==> src/sv/spmmu_pkg.sv <==
// ----------------------------------------------------------------------------
// spmmu_pkg: shared types and constants of the segment/page MMU
// Field widths, memory geometry, command and status codes, TLB request types.
// ----------------------------------------------------------------------------
package spmmu_pkg;

  // Memory geometry
  localparam int FRAME_WORDS  = 512;
  localparam int MEMORY_WORDS = 524288;
  localparam int FRAME_COUNT  = MEMORY_WORDS / FRAME_WORDS;
  localparam int TLB_ENTRIES  = 4;

  localparam int PA_W    = $clog2(MEMORY_WORDS);   // word address
  localparam int WORD_W  = 20;                     // table word
  localparam int OFS_W   = $clog2(FRAME_WORDS);
  localparam int SEG_W   = 9;
  localparam int PAGE_W  = 10;
  localparam int VA_W    = SEG_W + PAGE_W + OFS_W;
  localparam int KEY_W   = SEG_W + PAGE_W;
  localparam int FRAME_W = $clog2(FRAME_COUNT);
  localparam int AGE_W   = 2;
  localparam int IDX_W   = $clog2(TLB_ENTRIES);

  // Frame bitmap held as words of 32 bits
  localparam int MAP_W   = 32;
  localparam int MAP_BW  = $clog2(MAP_W);
  localparam int MAP_AW  = $clog2(FRAME_COUNT / MAP_W);

  typedef enum logic [1:0] {
    CMD_READ     = 2'd0,
    CMD_WRITE    = 2'd1,
    CMD_SET_SEG  = 2'd2,
    CMD_SET_PAGE = 2'd3
  } cmd_t;

  typedef enum logic [2:0] {
    ST_HIT        = 3'd0,
    ST_MISS       = 3'd1,
    ST_FAULT      = 3'd2,
    ST_ERROR      = 3'd3,
    ST_SET_DONE   = 3'd4,
    ST_SET_REJECT = 3'd5
  } status_t;

  typedef struct packed {
    logic             touch;
    logic             insert;
    logic [KEY_W-1:0] key;
    logic [PA_W-1:0]  frame;
  } tlb_req_t;

  typedef struct packed {
    logic            hit;
    logic [PA_W-1:0] frame;
  } tlb_rsp_t;

endpackage

==> src/sv/spmmu_tlb.sv <==
// ----------------------------------------------------------------------------
// spmmu_tlb: four-entry fully associative TLB with 2-bit age LRU
// Lookup is combinational on the key; touch and insert update at the edge.
// ----------------------------------------------------------------------------
module spmmu_tlb (
  input  logic                clk,
  input  logic                rst,
  input  spmmu_pkg::tlb_req_t req,
  output spmmu_pkg::tlb_rsp_t rsp
);

  localparam int N = spmmu_pkg::TLB_ENTRIES;

  logic [N-1:0]                   valid, valid_next;
  logic [spmmu_pkg::KEY_W-1:0]    key   [N];
  logic [spmmu_pkg::KEY_W-1:0]    key_next [N];
  logic [spmmu_pkg::PA_W-1:0]     frm   [N];
  logic [spmmu_pkg::PA_W-1:0]     frm_next [N];
  logic [spmmu_pkg::AGE_W-1:0]    age   [N];
  logic [spmmu_pkg::AGE_W-1:0]    age_next [N];
  logic [N-1:0]                   match;
  logic [spmmu_pkg::IDX_W-1:0]    hit_idx;
  logic [spmmu_pkg::AGE_W-1:0]    hit_age;

  // Lookup: lowest matching entry wins
  always_comb begin
    hit_idx = '0;
    for (int i = N - 1; i >= 0; i--) begin
      match[i] = valid[i] && (key[i] == req.key);
      if (match[i]) begin
        hit_idx = spmmu_pkg::IDX_W'(i);
      end
    end
  end

  assign hit_age   = age[hit_idx];
  assign rsp.hit   = |match;
  assign rsp.frame = frm[hit_idx];

  // Touch ages younger-than-hit entries; insert fills first free slot,
  // replacing every oldest entry met before it
  always_comb begin
    logic stop;
    stop       = 1'b0;
    valid_next = valid;
    for (int i = 0; i < N; i++) begin
      key_next[i] = key[i];
      frm_next[i] = frm[i];
      age_next[i] = age[i];
    end
    if (req.touch && rsp.hit) begin
      for (int j = 0; j < N; j++) begin
        if (valid[j] && (age[j] > hit_age)) begin
          age_next[j] = age[j] - 1'b1;
        end
      end
      age_next[hit_idx] = '1;
    end else if (req.insert) begin
      for (int i = 0; i < N; i++) begin
        if (!stop) begin
          if (valid[i]) begin
            if (age[i] == '0) begin
              age_next[i] = '1;
              key_next[i] = req.key;
              frm_next[i] = req.frame;
            end else begin
              age_next[i] = age[i] - 1'b1;
            end
          end else begin
            valid_next[i] = 1'b1;
            age_next[i]   = '1;
            key_next[i]   = req.key;
            frm_next[i]   = req.frame;
            stop          = 1'b1;
          end
        end
      end
    end
  end

  always_ff @(posedge clk) begin
    if (rst) begin
      valid <= '0;
    end else begin
      valid <= valid_next;
    end
  end

  always_ff @(posedge clk) begin
    for (int i = 0; i < N; i++) begin
      key[i] <= key_next[i];
      frm[i] <= frm_next[i];
      age[i] <= age_next[i];
    end
  end

  // Entries are never invalidated after reset
  a_valid_grows: assert property (@(posedge clk) disable iff (rst)
    1'b1 |=> $countones(valid) >= $past($countones(valid)))
    else $error("tlb lost a valid entry");

  // A touch only reorders ages
  a_touch_keeps: assert property (@(posedge clk) disable iff (rst)
    (req.touch && rsp.hit) |=> $countones(valid) == $past($countones(valid)))
    else $error("tlb touch changed valid set");

  // After an insert at least one entry is valid
  a_insert_fills: assert property (@(posedge clk) disable iff (rst)
    (req.insert && !req.touch) |=> valid != '0)
    else $error("tlb insert left no valid entry");

endmodule

==> config.mk <==
export PLATFORM = sky130hd
export DESIGN_NAME = spmmu_tlb
export DESIGN_NICKNAME = d
export VERILOG_FILES = /design/src/sv/spmmu_pkg.sv /design/src/sv/spmmu_tlb.sv
export SDC_FILE = /design/constraint.sdc
export NUM_CORES = 1
export LEC_CHECK = 0
export BUFFER_PORTS_ARGS = -buffer_cell sky130_fd_sc_hd__buf_4
export CORE_MARGIN = 5
export CORE_UTILIZATION = 55
export CTS_CLUSTER_DIAMETER = 60
export DETAILED_ROUTE_END_ITERATION = 8
export HOLD_SLACK_MARGIN = 0.15
export PLACE_DENSITY = 0.81
export SYNTH_ARGS = -nofsm -noshare
export SYNTH_HDL_FRONTEND = slang
export SYNTH_SLANG_ARGS = --single-unit
==> constraint.sdc <==
create_clock -name clk -period 5.2 [get_ports clk]
set_clock_uncertainty 0.05 [all_clocks]
set_input_delay 0 -clock clk [delete_from_list [all_inputs] [get_ports clk]]
set_output_delay 0 -clock clk [all_outputs]
set_load 0.05 [all_outputs]
Word level (Yosys, flattened, before mapping)

Memory sizes are Yosys's and may differ from the RTL's.
Index checks and enable logic that the tools add are counted.

Add/sub/neg operators: 4
$mul: 0
Div/mod/pow operators: 0
$lt $le $gt $ge: 6
Equality and inequality tests: 19
Shifts and indexed selects: 0
Multiplexer cells: 64
Bitwise operators: 6
Reduce and logical (&&, ||, !) cells: 23

Operators by type and width:

| cell                                                      | number |
|---|---|
| two-way mux 19 bit                                        | 22 |
| two-way mux 76 bit                                        | 4 |
| == test 19 bit                                            | 4 |
| two-way mux 2 bit                                         | 24 |
| two-way mux 8 bit                                         | 2 |
| != test 5 bit (second input constant)                     | 3 |
| AND reduction 3 bit                                       | 4 |
| AND reduction 4 bit                                       | 3 |
| two-way mux 1 bit                                         | 11 |
| logical AND 1 bit                                         | 10 |
| != test 3 bit (second input constant)                     | 3 |
| > comparator 2 bit                                        | 4 |
| zero test 2 bit                                           | 4 |
| != test 2 bit (second input constant)                     | 4 |
| OR 8 bit                                                  | 1 |
| subtractor 2 x 1 -> 2 bit (second input constant)         | 4 |
| demux 2 bit (select 2 bit)                                | 1 |
| != test 1 bit (second input constant)                     | 4 |
| != test 4 bit (second input constant)                     | 1 |
| NOT 1 bit                                                 | 4 |
| OR reduction 4 bit                                        | 1 |
| greater-or-equal comparator 3 bit (second input constant) | 1 |
| < comparator 3 x 1 -> 1 bit (second input constant)       | 1 |
| NOT 2 -> 3 bit                                            | 1 |
| AND reduction 2 bit                                       | 1 |

Flip-flop bits (word level): 4
Bits in latches: 0
RAM bits: 160
ROM bits: 0
Memories kept: 3

Memory list:

| memory | words | width | read ports | clocked after memory_dff | write ports | line            | text |
|---|---|---|---|---|---|---|---|
| frm    | 4     | 19    | 1          | 0                        | 4           | spmmu_tlb.sv:17 | `logic [spmmu_pkg::PA_W-1:0] frm [N];` |
| key    | 4     | 19    | 4          | 0                        | 4           | spmmu_tlb.sv:15 | `logic [spmmu_pkg::KEY_W-1:0] key [N];` |
| age    | 4     | 2     | 5          | 0                        | 4           | spmmu_tlb.sv:19 | `logic [spmmu_pkg::AGE_W-1:0] age [N];` |

Depth between registers and ports, before layout

Word-level depth: 14
Depth in mapped cells: 17
Gate-level depth less buffers: 15

Worst setup path after synthesis

No wires, ideal clock.

Path kind: register to register
Start: mem key[3][5] in the netlist's numbering
End: mem age[2][0] in the netlist's numbering, data pin
Library setup time: 0.273 ns
Data arrival time: 3.496 ns
Path slack: 1.382 ns
Cell stages (with the launch flop): 17
Buffers on the path: 1
Cell sequence: edfxtp_1 > xor2_1 > nand4b_1 > or3_4 > nor2_1 > nand2_1 > a21oi_1 > buf_2 > mux2i_1 > a22oi_1 > ha_1 > nor2_1 > a21boi_0 > o22ai_1 > a221oi_1 > a31o_1 > a31oi_1

RTL lines:

| what        | line |
|---|---|
| from (decl) | spmmu_tlb.sv:15 |
| to (decl)   | spmmu_tlb.sv:19 |

==> impl_metrics.csv <==
group,metric,value,unit
logic_synthesis,synth_top_family_by_area,"XOR/XNOR gates",
critical_path,timing.critical_path.required,5300,ps
sta,final-hold-violation-count,0,
run,maxCapViolCount,0,
drt,num_vias,4906,
sta,report.final.slew_viol_count,0,
logic_synthesis,yosysSeqAreaShare,0.6675,
critical_path,critical_path.n_buffers_inverters,2,
sta,highest_attainable_clock_frequency,0.2169,GHz
final_layout,final_layout_size_suffix_gt1_frac,0.1821,
floorplanning,height_of_the_chip,125.4,microns
pwr,ir_drop,0.2776,mV
global_route,grt_pass1_vias,4984,
final_layout,mostFrequentLayoutCell,"sky130_fd_sc_hd__edfxtp_1",
clock_tree,clk_root_buffer_cell,"sky130_fd_sc_hd__clkbuf_16",
placed_design,port_buffers,61,
logic_synthesis,synth_edf_count,160,
drt,met3_wirelength,1256,microns
logic_synthesis,share_of_the_synthesized_area_in_compound_gates_ao_oa_aoi_oai,0.08788,
sta,finalSetupViolCount,0,
floorplanning,i_o_pins,62,
outcome,outcome,"completed",
drt,routedWlPerCell,20.40,microns
pwr,pwr-share-comb,0.081,
clock_tree,cts_buffers,17,
clock_tree,clockBufferDepth,2,
clock_tree,cts.sink_count,164,
final_layout,finish.cell_count_without_fillers,813,
logic_synthesis,postSynth.topFlopCell,"sky130_fd_sc_hd__edfxtp_1",
critical_path,slowest_delay,480,ps
final_layout,num_antenna_cells,0,
logic_synthesis,synth_xor_xnor_area_share,0.09215,
floorplanning,coreArea,13140,sq um
pwr,p_clk_frac,0.421,
pwr,power_report.internal_total,2.352,mW
critical_path,worstSetupPathType,"reg -> reg",
floorplanning,placementRows,42,
final_layout,most-common-layout-cells,"160 x sky130_fd_sc_hd__edfxtp_1, 69 x sky130_fd_sc_hd__buf_4, 46 x sky130_fd_sc_hd__xnor2_1",
logic_synthesis,syn-mean-instance-area,14.35,sq um
floorplanning,die_w,125.4,microns
sta,finalCritPeriodShare,0.8868,
critical_path,critPathTopFamily,"compound AO/OA/AOI/OAI gates",
placed_design,dpl.cell_count,739,
clock_tree,worstSkewPairLatency,420,ps
placed_design,gpl.final_weighted_congestion,0.9075,
logic_synthesis,synth.lib_cells_used.distinct,51,
critical_path,crit_path_start_kind,"register",
logic_synthesis,synth_area,7318,sq um
drt,viasPerCell,6.034,
pwr,sequentialPowerShare,0.498,
drt,highest_signal_layer,"met4",
global_route,globalRouteTotalUtil,0.2163,
drt,met1Wirelength,6662,microns
logic_synthesis,post_synth_fa_ha_maj_area_fraction,0.01522,
sta,grt_setup_unrepaired,"false",
drt,wl,16590,microns
sta,slew-limit-headroom,0.2480,
drt,met2_length,8241,microns
global_route,number_of_antenna_violations_at_the_first_check_in_global_routing,0,
drt,postRouteAntennaNets,0,
logic_synthesis,synth.mux.area_fraction,0.03009,
sta,fin_setup_tns,0,ps
drt,detailed_routing_iterations_pass_1,5,
pwr,switching_share,0.2234,
logic_synthesis,ys_warn_count,0,
global_route,pin_count_of_the_biggest_net_entering_global_routing,25,
critical_path,worstPathCellList,"xor2_1 -> nor4_1 -> and3_1 -> nand2_1 -> buf_4 -> nand2_1 -> buf_4 -> a21oi_2 -> mux2i_1 -> a22oi_1 -> ha_1 -> nor2_1 -> a21boi_0 -> o22ai_1 -> a221oi_1 -> a31o_1 -> a31oi_1",
clock_tree,clkTransAtPathRegs,70,ps
drt,1st_iter_drt_viols,564,
clock_tree,cts_tree,"built",
global_route,grt_first_pass_wirelength,26480,microns
logic_synthesis,ys_async_sr_fraction,0,
final_layout,fillers,849,
sta,worst_slew_pin_slew,1128,ps
hold_path,holdCritPathClass,"in -> reg",
clock_tree,cts-resized-gates,0,
critical_path,crit_path_max_fanout,24,
placed_design,place_hpwl,10690,microns
critical_path,rrSetupSlack,590,ps
floorplanning,die-area,15710,sq um
global_route,overflow,0,
pwr,p_sw,0.6767,mW
final_layout,seqCellArea,4885,sq um
critical_path,critical_path_arrival,4710,ps
sta,whs,262.1,ps
sta,period_minus_slack,4611,ps
final_layout,area_growth,23.42,%
pwr,p_per_area,335.3,nW/um^2
floorplanning,initial_utilization,0.5570,
drt,drc_violation_count_after_routing,0,
clock_tree,cts_max_level,4,
final_layout,multiInputGateArea,2337,sq um
final_layout,net_count_of_the_finished_layout,674,
critical_path,worst_path_max_delay_cell,"sky130_fd_sc_hd__a221oi_1",
pwr,leakage,3.041,nW
logic_synthesis,ys_seq_elements,164,
logic_synthesis,yosys.area_share.simple,0.09147,
logic_synthesis,postSynthCellCount,510,
critical_path,worst_setup_path_end_kind,"register",
logic_synthesis,syn-num-nets,560,
## worst register-to-register path: cells and delay by family, from the launching register on
| family | cells | cell delay [ps] |
|---|---|---|
| muxes | 1 | 140 |
| and+or+nand+nor | 5 | 1120 |
| buffers and inverters | 2 | 500 |
| DFF | 1 | 380 |
| xor gates and xnor gates | 1 | 180 |
| adders and majority gates | 1 | 300 |
| AOI/OAI and AO/OA | 7 | 1690 |
## per-layer routing
layer  up-vias  GRT usage
met5         -          0
met1      2387     0.2855
met4         0    0.08801
li1       2220          -
met3        51    0.04861
met2       248     0.3505
## power groups by stage
stage | logic, mW | registers (mW) | clock network (mW)
after floorplan | 0.124 | 1.53 | 0
final | 0.246 | 1.51 | 1.27
after detailed placement | 0.219 | 1.54 | 0
after global placement | 0.211 | 1.53 | 0
after global routing | 0.266 | 1.51 | 1.35
after CTS | 0.246 | 1.51 | 1.29
## sequential cells by signal, indices dropped and copies added (netlist names)
| register | count |
|---|---|
| key | 76 |
| valid | 4 |
| age | 8 |
| frm | 76 |
## timing repair
item	CTS	global route
hold buffers	42	0
setup endpoints to repair	0	0
setup buffers	0	0
endpoints found under the hold margin	167	0
## worst paths after layout
path / start / endpoint / cells past startpoint
max: key[2][16] / age[2][0] / 17
max reg2reg: key[2][16] / age[2][0] / 17
min reg2reg: valid[2] / valid[2] / 2
min: req[3] / frm[1][3] / 2
## metrics by stage
stage	utilization	cell area, sq um	setup WS (ps)	power, mW
finish	0.6875	9032	588.8	3.029
global route	0.6875	9032	515.9	3.127
CTS	0.6875	9032	836.4	3.039
detailed placement	0.6096	8009	859.1	1.754
global placement	0.6096	8009	1132	1.744
floorplan	-	7318	1382	1.655
## synth_stat cells, types with 3 or more instances
| library cell | count | area share |
|---|---|---|
| sky130_fd_sc_hd__xnor2_1 | 46 | 0.055 |
| sky130_fd_sc_hd__nand4b_1 | 3 | 0.0036 |
| sky130_fd_sc_hd__nor4b_1 | 7 | 0.0084 |
| sky130_fd_sc_hd__xor2_1 | 31 | 0.037 |
| sky130_fd_sc_hd__buf_2 | 5 | 0.0034 |
| sky130_fd_sc_hd__inv_1 | 13 | 0.0067 |
| sky130_fd_sc_hd__nand2_1 | 25 | 0.013 |
| sky130_fd_sc_hd__edfxtp_1 | 160 | 0.66 |
| sky130_fd_sc_hd__o22ai_1 | 21 | 0.018 |
| sky130_fd_sc_hd__clkbuf_1 | 10 | 0.0051 |
| sky130_fd_sc_hd__nand3_1 | 7 | 0.0048 |
| sky130_fd_sc_hd__a22oi_1 | 21 | 0.022 |
| sky130_fd_sc_hd__nor2_1 | 20 | 0.010 |
| sky130_fd_sc_hd__mux2i_1 | 22 | 0.030 |
| sky130_fd_sc_hd__ha_1 | 8 | 0.014 |
| sky130_fd_sc_hd__nand4_1 | 23 | 0.020 |
| sky130_fd_sc_hd__a31oi_1 | 6 | 0.0051 |
| sky130_fd_sc_hd__a21oi_1 | 16 | 0.011 |
| sky130_fd_sc_hd__o21ai_0 | 5 | 0.0034 |
| sky130_fd_sc_hd__dfxtp_1 | 4 | 0.011 |
| sky130_fd_sc_hd__o21a_1 | 3 | 0.0031 |
| sky130_fd_sc_hd__nor4_1 | 14 | 0.012 |
| sky130_fd_sc_hd__and2_1 | 3 | 0.0026 |
| sky130_fd_sc_hd__and3_1 | 4 | 0.0034 |
## final cells by class
class,instances,share of cell area
clock inverters,15,0.01967
repair buffers,111,0.1039
multi-input cells,317,0.2588
flip-flops and latches,164,0.5408
well taps,176,0.02438
inverters,13,0.005402
clock buffers,17,0.04710
## cells by family (layout without fill, tap and decap cells)
logic type               count (synthesis)  count (layout)
multiplexers                            22              22
flip-flops                             164             164
XOR/XNOR                                77              77
buffers and inverters                   29             156
adder cells (fa/ha/maj)                  9               9
AO/OA/AOI/OAI                           91              91
AND/OR/NAND/NOR                        118             118
Power figures use the tool's default switching activity.
